### src/ktsc_pkg.sv
package ktsc_pkg;

  localparam int unsigned AlphaLen = 32;
  localparam int unsigned LetterW = 5;
  localparam int unsigned CodeW = 6;
  localparam logic [LetterW-1:0] RowShiftReset = 5'd4;

  typedef enum logic [2:0] {
    OP_CLEAR    = 3'd0,
    OP_KEY      = 3'd1,
    OP_COMPLETE = 3'd2,
    OP_ENCRYPT  = 3'd3,
    OP_DECRYPT  = 3'd4,
    OP_RSVD5    = 3'd5,
    OP_RSVD6    = 3'd6,
    OP_RSVD7    = 3'd7
  } op_e;

  typedef struct packed {
    logic clear;
    logic append_key;
    logic fill_step;
    logic lookup;
    logic decrypt;
    logic load_out;
  } cmd_t;

  typedef struct packed {
    logic hit;
    logic fill_last;
  } status_t;

endpackage

### src/ktsc_ram.sv
module ktsc_ram #(
  parameter int unsigned Width = 5,
  parameter int unsigned Depth = 32
) (
  input  logic                                          clk_i,
  input  logic                                          we_i,
  input  logic [((Depth > 1) ? $clog2(Depth) : 1)-1:0] waddr_i,
  input  logic [Width-1:0]                              wdata_i,
  input  logic                                          re_i,
  input  logic [((Depth > 1) ? $clog2(Depth) : 1)-1:0] raddr_i,
  output logic [Width-1:0]                              rdata_o
);

  logic [Width-1:0] mem_q [Depth];
  logic [Width-1:0] rdata_q;

  always_ff @(posedge clk_i) begin
    if (we_i) begin
      mem_q[waddr_i] <= wdata_i;
    end
    if (re_i) begin
      rdata_q <= mem_q[raddr_i];
    end
  end

  assign rdata_o = rdata_q;

endmodule

### src/ktsc_dp.sv
module ktsc_dp #(
  parameter int unsigned TABLE_SIZE = 32
) (
  input  logic                          clk_i,
  input  logic                          rst_ni,
  input  ktsc_pkg::cmd_t                cmd_i,
  output ktsc_pkg::status_t             status_o,
  input  logic [ktsc_pkg::CodeW-1:0]    letter_i,
  input  logic                          row_shift_we_i,
  input  logic [ktsc_pkg::LetterW-1:0]  row_shift_i,
  output logic [ktsc_pkg::LetterW-1:0]  out_letter_o
);

  localparam int unsigned PosW = (TABLE_SIZE > 1) ? $clog2(TABLE_SIZE) : 1;
  localparam int unsigned FillW = $clog2(TABLE_SIZE + 1);
  localparam logic [PosW:0] SizeW = (PosW + 1)'(TABLE_SIZE);

  logic [ktsc_pkg::AlphaLen-1:0] present_q, present_d;
  logic [PosW-1:0]               pos_q [ktsc_pkg::AlphaLen];
  logic [FillW-1:0]              fill_q, fill_d;
  logic [ktsc_pkg::LetterW-1:0]  walk_q, walk_d;
  logic [PosW-1:0]               shift_q, shift_d;
  logic [ktsc_pkg::LetterW-1:0]  out_letter_q;

  logic [ktsc_pkg::LetterW-1:0]  key_code, app_code, rdata;
  logic                          key_alpha, app_req, app_en, table_full;
  logic [PosW:0]                 pos_ext, sh_ext, enc_sum, enc_pos, dec_pos;
  logic [PosW-1:0]               tgt_pos, shift_red;

  assign key_code  = letter_i[ktsc_pkg::LetterW-1:0];
  assign key_alpha = !letter_i[ktsc_pkg::CodeW-1];

  // key letters and the completion walk share one append path
  assign app_code   = cmd_i.fill_step ? walk_q : key_code;
  assign app_req    = cmd_i.fill_step || (cmd_i.append_key && key_alpha);
  assign table_full = (fill_q == FillW'(TABLE_SIZE));
  assign app_en     = app_req && !present_q[app_code] && !table_full;

  assign status_o.hit       = key_alpha && present_q[key_code];
  assign status_o.fill_last = (walk_q == ktsc_pkg::LetterW'(ktsc_pkg::AlphaLen - 1));

  // shifted position, both operands already below the table size
  assign pos_ext = {1'b0, pos_q[key_code]};
  assign sh_ext  = {1'b0, shift_q};
  assign enc_sum = pos_ext + sh_ext;
  assign enc_pos = (enc_sum >= SizeW) ? (enc_sum - SizeW) : enc_sum;
  assign dec_pos = (pos_ext >= sh_ext) ? (pos_ext - sh_ext) : (pos_ext + (SizeW - sh_ext));
  assign tgt_pos = cmd_i.decrypt ? dec_pos[PosW-1:0] : enc_pos[PosW-1:0];

  // shift is reduced modulo the table size once, when written
  always_comb begin
    shift_red = '0;
    for (int i = 0; i < ktsc_pkg::AlphaLen; i++) begin
      if (row_shift_i == ktsc_pkg::LetterW'(i)) begin
        shift_red = PosW'(i % TABLE_SIZE);
      end
    end
  end

  always_comb begin
    present_d = present_q;
    fill_d    = fill_q;
    walk_d    = walk_q;
    shift_d   = shift_q;
    if (cmd_i.clear) begin
      present_d = '0;
      fill_d    = '0;
    end else if (app_en) begin
      present_d[app_code] = 1'b1;
      fill_d              = fill_q + FillW'(1);
    end
    if (cmd_i.fill_step) begin
      walk_d = walk_q + ktsc_pkg::LetterW'(1);
    end
    if (row_shift_we_i) begin
      shift_d = shift_red;
    end
  end

  always_ff @(posedge clk_i or negedge rst_ni) begin
    if (!rst_ni) begin
      present_q <= '0;
      fill_q    <= '0;
      walk_q    <= '0;
      shift_q   <= PosW'(ktsc_pkg::RowShiftReset % TABLE_SIZE);
    end else begin
      present_q <= present_d;
      fill_q    <= fill_d;
      walk_q    <= walk_d;
      shift_q   <= shift_d;
    end
  end

  always_ff @(posedge clk_i) begin
    if (app_en) begin
      pos_q[app_code] <= fill_q[PosW-1:0];
    end
    if (cmd_i.load_out) begin
      out_letter_q <= rdata;
    end
  end

  ktsc_ram #(
    .Width (ktsc_pkg::LetterW),
    .Depth (TABLE_SIZE)
  ) u_table (
    .clk_i   (clk_i),
    .we_i    (app_en),
    .waddr_i (fill_q[PosW-1:0]),
    .wdata_i (app_code),
    .re_i    (cmd_i.lookup),
    .raddr_i (tgt_pos),
    .rdata_o (rdata)
  );

  assign out_letter_o = out_letter_q;

endmodule

### src/ktsc_ctrl.sv
module ktsc_ctrl (
  input  logic              clk_i,
  input  logic              rst_ni,
  input  logic              in_valid_i,
  output logic              in_ready_o,
  input  logic [2:0]        operation_i,
  output logic              out_valid_o,
  input  logic              out_ready_i,
  output ktsc_pkg::cmd_t    cmd_o,
  input  ktsc_pkg::status_t status_i
);

  typedef enum logic [1:0] {
    S_IDLE,
    S_FILL,
    S_READ
  } state_e;

  state_e         state_q, state_d;
  logic           out_valid_q, out_valid_d;
  ktsc_pkg::op_e  op;

  assign op         = ktsc_pkg::op_e'(operation_i);
  assign in_ready_o = (state_q == S_IDLE);

  always_comb begin
    cmd_o       = '0;
    state_d     = state_q;
    out_valid_d = out_valid_q && !out_ready_i;
    case (state_q)
      S_IDLE: begin
        if (in_valid_i) begin
          case (op)
            ktsc_pkg::OP_CLEAR:    cmd_o.clear = 1'b1;
            ktsc_pkg::OP_KEY:      cmd_o.append_key = 1'b1;
            ktsc_pkg::OP_COMPLETE: state_d = S_FILL;
            ktsc_pkg::OP_ENCRYPT, ktsc_pkg::OP_DECRYPT: begin
              // letters not in the table end the transaction with no result
              if (status_i.hit) begin
                cmd_o.lookup  = 1'b1;
                cmd_o.decrypt = (op == ktsc_pkg::OP_DECRYPT);
                state_d       = S_READ;
              end
            end
            default: ;
          endcase
        end
      end
      S_FILL: begin
        cmd_o.fill_step = 1'b1;
        if (status_i.fill_last) begin
          state_d = S_IDLE;
        end
      end
      S_READ: begin
        // table read data holds until the output register frees up
        if (!out_valid_q || out_ready_i) begin
          cmd_o.load_out = 1'b1;
          out_valid_d    = 1'b1;
          state_d        = S_IDLE;
        end
      end
      default: state_d = S_IDLE;
    endcase
  end

  always_ff @(posedge clk_i or negedge rst_ni) begin
    if (!rst_ni) begin
      state_q     <= S_IDLE;
      out_valid_q <= 1'b0;
    end else begin
      state_q     <= state_d;
      out_valid_q <= out_valid_d;
    end
  end

  assign out_valid_o = out_valid_q;

endmodule

### src/keyed_table_shift_cipher_core.sv
// channel   direction  handshake                payload
// in        input      in_valid_i / in_ready_o  operation_i, letter_i
// out       output     out_valid_o / out_ready_i out_letter_o
// row_shift input      row_shift_we_i           row_shift_i
//
// clear, key letter, an unused code and a letter not in the table are handled in the idle state alone;
// an encrypt or decrypt hit does a position lookup with the table memory read, then the output
// register load, which waits while an earlier result is still held there.
// completing the table walks all 32 letters, one per cycle.
// reset clears the presence bits and fill count and sets the shift to 4; no clearing pass.
// a waiting result does not block new input unless a lookup needs the output register.
module keyed_table_shift_cipher_core #(
  parameter int unsigned TABLE_SIZE = 32
) (
  input  logic                          clk_i,
  input  logic                          rst_ni,
  input  logic                          in_valid_i,
  output logic                          in_ready_o,
  input  logic [2:0]                    operation_i,
  input  logic [ktsc_pkg::CodeW-1:0]    letter_i,
  output logic                          out_valid_o,
  input  logic                          out_ready_i,
  output logic [ktsc_pkg::LetterW-1:0]  out_letter_o,
  input  logic                          row_shift_we_i,
  input  logic [ktsc_pkg::LetterW-1:0]  row_shift_i
);

  ktsc_pkg::cmd_t    cmd;
  ktsc_pkg::status_t status;

  ktsc_ctrl u_ctrl (
    .clk_i       (clk_i),
    .rst_ni      (rst_ni),
    .in_valid_i  (in_valid_i),
    .in_ready_o  (in_ready_o),
    .operation_i (operation_i),
    .out_valid_o (out_valid_o),
    .out_ready_i (out_ready_i),
    .cmd_o       (cmd),
    .status_i    (status)
  );

  ktsc_dp #(
    .TABLE_SIZE (TABLE_SIZE)
  ) u_dp (
    .clk_i          (clk_i),
    .rst_ni         (rst_ni),
    .cmd_i          (cmd),
    .status_o       (status),
    .letter_i       (letter_i),
    .row_shift_we_i (row_shift_we_i),
    .row_shift_i    (row_shift_i),
    .out_letter_o   (out_letter_o)
  );

endmodule

### config.mk
export PLATFORM = sky130hd
export DESIGN_NAME = keyed_table_shift_cipher_core
export DESIGN_NICKNAME = d
export VERILOG_FILES = /design/src/ktsc_pkg.sv /design/src/ktsc_ram.sv /design/src/ktsc_dp.sv /design/src/ktsc_ctrl.sv /design/src/keyed_table_shift_cipher_core.sv
export SDC_FILE = /design/constraint.sdc
export NUM_CORES = 1
export LEC_CHECK = 0
export ABC_AREA = 1
export BUFFER_PORTS_ARGS = -buffer_cell sky130_fd_sc_hd__buf_2
export CORE_UTILIZATION = 45
export CTS_BUF_LIST = sky130_fd_sc_hd__clkbuf_4 sky130_fd_sc_hd__clkbuf_8
export CTS_CLUSTER_SIZE = 20
export DETAILED_ROUTE_END_ITERATION = 8
export GPL_TIMING_DRIVEN = 0
export SYNTH_ARGS = -nofsm -noshare
export SYNTH_HDL_FRONTEND = slang
export SYNTH_SLANG_ARGS = --single-unit
### constraint.sdc
create_clock -name clk_i -period 9 [get_ports clk_i]
set_input_delay 0.45 -clock clk_i [delete_from_list [all_inputs] [get_ports clk_i]]
set_output_delay 0.45 -clock clk_i [all_outputs]
set_load 0.02 [all_outputs]
Word level (Yosys, flattened, before mapping)

Memories as Yosys holds them, arrays and structs flattened. A register that Yosys moved wholly into a read port is not among the register bits.
Cells that the tools add are included.

Bits in registers: 56
Memory bits (writable): 320
Bits of input ports: 19
Memories kept: 2

$add $sub $neg: 7
Order comparisons: 5
Equality and inequality tests: 44
Multiplexer cells: 66
Bitwise operators: 1
Reduce and logical (&&, ||, !) cells: 18

Memories:

| name               | words | width | read ports | clocked after memory_dff | write ports | line           | text |
|---|---|---|---|---|---|---|---|
| u_dp.pos_q         | 32    | 5     | 1          | 0                        | 1           | ktsc_dp.sv:19  | `logic [PosW-1:0] pos_q [ktsc_pkg::AlphaLen];` |
| u_dp.u_table.mem_q | 32    | 5     | 1          | 1                        | 1           | ktsc_ram.sv:14 | `logic [Width-1:0] mem_q [Depth];` |

Operator list:

| cell                                                                          | count |
|---|---|
| 5-bit 2-to-1 mux                                                              | 34 |
| 5-bit == test (second input constant)                                         | 17 |
| 32-bit 2-to-1 mux                                                             | 2 |
| 5-bit by 4-bit == test with 1-bit output (second input constant)              | 8 |
| 32-bit bitwise OR                                                             | 1 |
| 5-bit by 3-bit == test with 1-bit output (second input constant)              | 4 |
| 2-bit 2-to-1 mux                                                              | 10 |
| 1-bit 2-to-1 mux                                                              | 13 |
| 5-bit by 6-bit less-than comparator with 1-bit output (second input constant) | 2 |
| 6-bit 2-to-1 mux                                                              | 2 |
| 1-bit binary-select mux with 5-bit select                                     | 2 |
| 5-bit by 2-bit == test with 1-bit output (second input constant)              | 2 |
| 5-bit by 5-bit adder with 6-bit output                                        | 1 |
| 6-bit by 1-bit adder with 6-bit output (second input constant)                | 1 |
| 3-bit by 2-bit == test with 1-bit output (second input constant)              | 2 |
| 6-bit == test (second input constant)                                         | 1 |
| 6-bit >= comparator (second input constant)                                   | 1 |
| 1-bit logical AND                                                             | 6 |
| 2-bit case mux with 3 select lines                                            | 1 |
| 5-bit by 1-bit adder with 5-bit output (second input constant)                | 1 |
| 5-bit adder                                                                   | 1 |
| 1-bit demux with 5-bit select                                                 | 1 |
| 5-bit by 1-bit == test with 1-bit output (second input constant)              | 1 |
| 5-bit by 1-bit >= comparator with 1-bit output (second input constant)        | 1 |
| 20 further kinds                                                              | 26 |

Logic depth before layout (Yosys ltp)

Word-level depth: 32
Gate-level depth with buffers: 26

Hierarchy

From an unflattened synthesis, not the netlist that was laid out.

Cells, all modules: 1673
Area, all modules: 17179.0 µm²

Modules (own cells, without submodules):

| module    | instances | cells each | area each (µm²) | seq. area each (µm²) |
|---|---|---|---|---|
| ktsc_dp   | 1         | 1040       | 10102.2         | 6157.2 |
| ktsc_ram  | 1         | 595        | 6846.6          | 4954.8 |
| ktsc_ctrl | 1         | 38         | 230.2           | 75.1 |

Worst setup path before layout

OpenSTA, ideal clock, no wires.

Kind: input-to-reg
Start: in letter_i[0] in the netlist's numbering
End: reg u_dp.u_table.rdata_q[0], in the netlist u_dp.u_table.rdata_o[0] (read register of u_dp.u_table.mem_q) (data pin)
Setup time: 0.253 ns
Data arrival time: 3.626 ns
Path slack: 5.122 ns
Stages: 23
Cells stage by stage: buf_6 inv_4 buf_4 buf_2 buf_2 buf_2 clkbuf_1 nor2_1 o221ai_1 nand3_1 a32oi_1 ha_1 inv_1 a21oi_1 o21ai_0 xor2_1 nand2_1 nand2_1 clkinv_1 nand3_1 nand2_1 nand2_1 nand2_1

Word-level cells in the longest chain between the ends: 8
Elaborated cells on any way between the ends: 17
Classes of those cells: 4 x add/sub; 2 x order compare; 9 x mux; 1 x reduce/logical; 1 x memory

RTL lines:

| item                                                                                           | line                                | text |
|---|---|---|
| start, declared                                                                                | keyed_table_shift_cipher_core.sv:20 | `input logic [ktsc_pkg::CodeW-1:0] letter_i,` |
| parallel branches: the longest is 8 deep, another holds 5-bit by 5-bit adder with 6-bit output | -                                   |  |
| end, declared                                                                                  | ktsc_ram.sv:15                      | `logic [Width-1:0] rdata_q;` |

Parallel ways; which one is timed is not known. The select of a mux whose other input is x is not followed.
A chain may end at the register's enable or synchronous reset.

Final worst setup path

Start: in letter_i[1] in the netlist's numbering
End: reg u_dp.u_table.rdata_q[0], in the netlist u_dp.u_table.rdata_o[0] (read register of u_dp.u_table.mem_q) (data pin)

The elaborated chain is that of the path after synthesis.

==> impl_metrics.toml <==
[timing]
worst_slew_pin_slew_ps = 1337
finalMaxSlewViolations = 0
hold_viol = 0
fmaxAchievable_ghz = 0.1935
finalCritPeriodShare_pct = 57.41
tns_ps = 0
min_period_ps = 5167
finalSetupViolCount = 0
skew_ps = 34.70
rsz0062_at_grt = "false"
slew_headroom_pct = 10.19

[setup_path]
arrival_ps = 5490
cp-end-kind = "register"
critPathSlowestCell = "clkbuf_1"
crit_path_start_kind = "primary input"
worstPathMaxFanout = 10
slowest_delay_ps = 580
worst-endpoint-required_ps = 9330
path_cells = "buf_2 > inv_1 > buf_2 > clkbuf_1 > clkbuf_1 > o21ai_0 > o221ai_1 > nand3_1 > nand2_1 > inv_1 > o21ai_0 > inv_1 > ha_1 > clkbuf_1 > clkbuf_1 > mux2_2 > nand3_1 > nand3_1 > nand3_1 > nand2_1 > nand2_1 > nand2_1"
crit_type = "in -> reg"

[cts]
clock_sinks = 381
cts_buffer_depth = 3
numCtsBuffers = 66
clk_latency_ps = 600
clk_pin_slew_worst_paths_ps = 60
cts_tree = "yes"
cts-root-buf = "clkbuf_8"
cts-htree-levels = 3

[status]
status = "complete, no violations"

[global_route]
grt-ovfl-total = 0
grt_use_total_pct = 23.51
grt_max_degree = 52
grt_pass1_vias = 11380
antenna_found_initial = 0
grt_pass1_wl_mm = 66.76

[detailed_routing]
wirelength_mm = 43.20
viasPerCell = 5.554
wl_per_cell_um = 21.59
drc_errors = 0
ant_nets = 0
vias = 11110
drtIter0Drc = 971
drt_pre_antenna_iters = 5

[hold_path]
hold_class = "in -> reg"

[floorplanning]
rows = 70
die-area_um2 = 37800
io_pins = 26
coreArea_um2 = 36520
die_w_um = 194.4
start_util_pct = 45.61
die_y_um = 194.4

[final_layout]
nets = 1516
num-fill-cells = 3211
fin_util_pct = 51.42
area_delta_synth_final_pct = 12.72
drive_above_1_share_pct = 18.20
antenna_cells = 0

[power]
cell_internal_pwr_mw = 3.851
p_seq_share_pct = 45.0
switchingPower_mw = 2.057
vdd.ir_drop.worst_mv = 0.1525
power_frac_comb_pct = 27.2
power.density_nw_per_um2 = 314.6
switching_share_pct = 34.82
clockPowerShare_pct = 27.8
leakage_nw = 6.794

[synthesis]
ys.flop_type = "edfxtp_1"
yosysWarningCount = 0
synth.distinct_cells = 47
avgSynthCellArea_um2 = 11.99
postSynth.asyncResetShare_pct = 13.39
synth_nets = 1424
synth_edf_count = 330
synth_area_um2 = 16660
synthCells = 1389
synth-seq-cells = 381
yosysSeqAreaShare_pct = 67.15

[placed_design]
hpwl_mm = 28.71
portBuffers = 21
routabilityCongestion = 0.9210

[job]
drv_cap = 0
-- final cells by class --
cell class,instances,area [µm²],share of cell area (%)
Multi-Input combinational cell,876,4901,26.10
Clock inverter,25,214.0,1.139
Tap cell,468,585.6,3.118
Timing Repair Buffer,24,162.7,0.8661
Sequential cell,381,11190,59.57
Clock buffer,95,1157,6.163
Buffer,69,332.8,1.772
Inverter,63,239.0,1.273
-- worst max-delay path: cells and delay by family --
kind,cells,cell delay (ps)
and+or+nand+nor,8,740
AOI/OAI and AO/OA,3,840
buffers and inverters,9,2720
adders and majority gates,1,300
muxes,1,410
-- logic make-up after synthesis --
logic type	synth area share, %
xor gates and xnor gates	0.5183
adders and majority gates	1.292
muxes	5.475
DFF	67.15
and+or+nand+nor	15.22
AOI/OAI and AO/OA	6.917
buffers and inverters	3.432
-- flip-flops by register name (all words and copies together), names as in the netlist --
| signal | count |
|---|---|
| u_ctrl.out_valid_o | 1 |
| u_ctrl.state_q | 2 |
| u_dp.fill_q | 6 |
| u_dp.out_letter_o | 5 |
| u_dp.pos_q | 160 |
| u_dp.present_q | 32 |
| u_dp.shift_q | 5 |
| u_dp.u_table.mem_q | 160 |
| u_dp.u_table.rdata_o | 5 |
| u_dp.walk_q | 5 |
-- placed cells by master, fill, tap and decap left out, types with 7 or more instances in the layout --
master	count
a21oi_1	7
clkinv_1	18
dfrtp_1	50
o221ai_1	30
edfxtp_1	330
nand3_1	141
inv_2	7
clkbuf_4	24
o21a_1	18
nand4_1	8
nor2_1	194
nor2_2	7
o21ai_0	102
o22ai_1	12
clkbuf_8	71
clkbuf_1	37
buf_2	38
inv_1	51
nor3_1	8
ha_1	14
nand2_1	204
nand2_2	9
buf_4	8
mux2_2	81
-- synth_stat cells (8+ instances only) --
| library cell | n | area [µm²] |
|---|---|---|
| edfxtp_1 | 330 | 9910 |
| nand2_1 | 204 | 765.7 |
| nor2_1 | 194 | 728.2 |
| nand3_1 | 141 | 705.7 |
| o21ai_0 | 102 | 510.5 |
| mux2_2 | 81 | 912.1 |
| inv_1 | 52 | 195.2 |
| dfrtp_1 | 50 | 1251 |
| clkbuf_1 | 37 | 138.9 |
| o221ai_1 | 30 | 262.8 |
| o21a_1 | 18 | 135.1 |
| buf_2 | 17 | 85.08 |
| ha_1 | 14 | 175.2 |
| o22ai_1 | 12 | 75.07 |
| nand2_2 | 9 | 56.30 |
| buf_4 | 8 | 60.06 |
| nand4_1 | 8 | 50.05 |
| nor3_1 | 8 | 40.04 |
-- power by group through the flow --
stage / Combinational (mW) / Clock (mW) / Sequential, mW
floorplan: 1.07 / 0 / 2.60
global route: 1.77 / 1.75 / 2.69
detailed placement: 1.59 / 0 / 2.69
CTS: 1.59 / 1.67 / 2.66
finish: 1.61 / 1.64 / 2.66
global placement: 1.56 / 0 / 2.68
-- repair_timing --
action | in CTS | in global routing
hold buffers | 0 | 1
setup buffers | 0 | 0
endpoints found under the hold margin | 0 | 13
gates resized for setup | 0 | 0
-- metrics by stage --
step	cells	total power, mW	hold slack, ps	setup slack [ps]	area (µm²)
2_1_floorplan	1389	3.666	154.4	5122	16660
3_3_place_gp	1878	4.247	403.3	3323	17350
3_5_place_dp	1878	4.280	405.4	3286	17350
4_1_cts	1998	5.921	46.10	3876	18720
5_1_grt	2001	6.204	81.55	3476	18780
6_report	2001	5.908	63.37	3833	18780
-- layer usage --
layer / GRT usage (%) / part of all wire, % / up-vias / routed length (µm)
li1: - / - / 5166 / -
met1: 29.57 / 40 / 5451 / 17450
met2: 40.13 / 50 / 391 / 21720
met3: 3.800 / 5.6 / 106 / 2430
met4: 10.35 / 3.7 / 0 / 1589
met5: 0 / 0 / - / 0
-- final timing paths --
path	startpoint	end	slack, ps	cells past startpoint
min	row_shift_i[1]	u_dp.shift_q[1]	60	3
max in group asynchronous	rst_ni	u_dp.shift_q[2]	8050	3
min reg2reg	u_dp.u_table.rdata_o[1]	u_dp.out_letter_o[1]	420	0
max reg2reg	u_ctrl.state_q[1]	u_dp.pos_q[23][2]	4860	15
max	letter_i[1]	u_dp.u_table.rdata_o[0]	3830	22
min in group asynchronous	rst_ni	u_dp.present_q[30]	350	2
No activity file was read; power rests on OpenSTA's default activity.
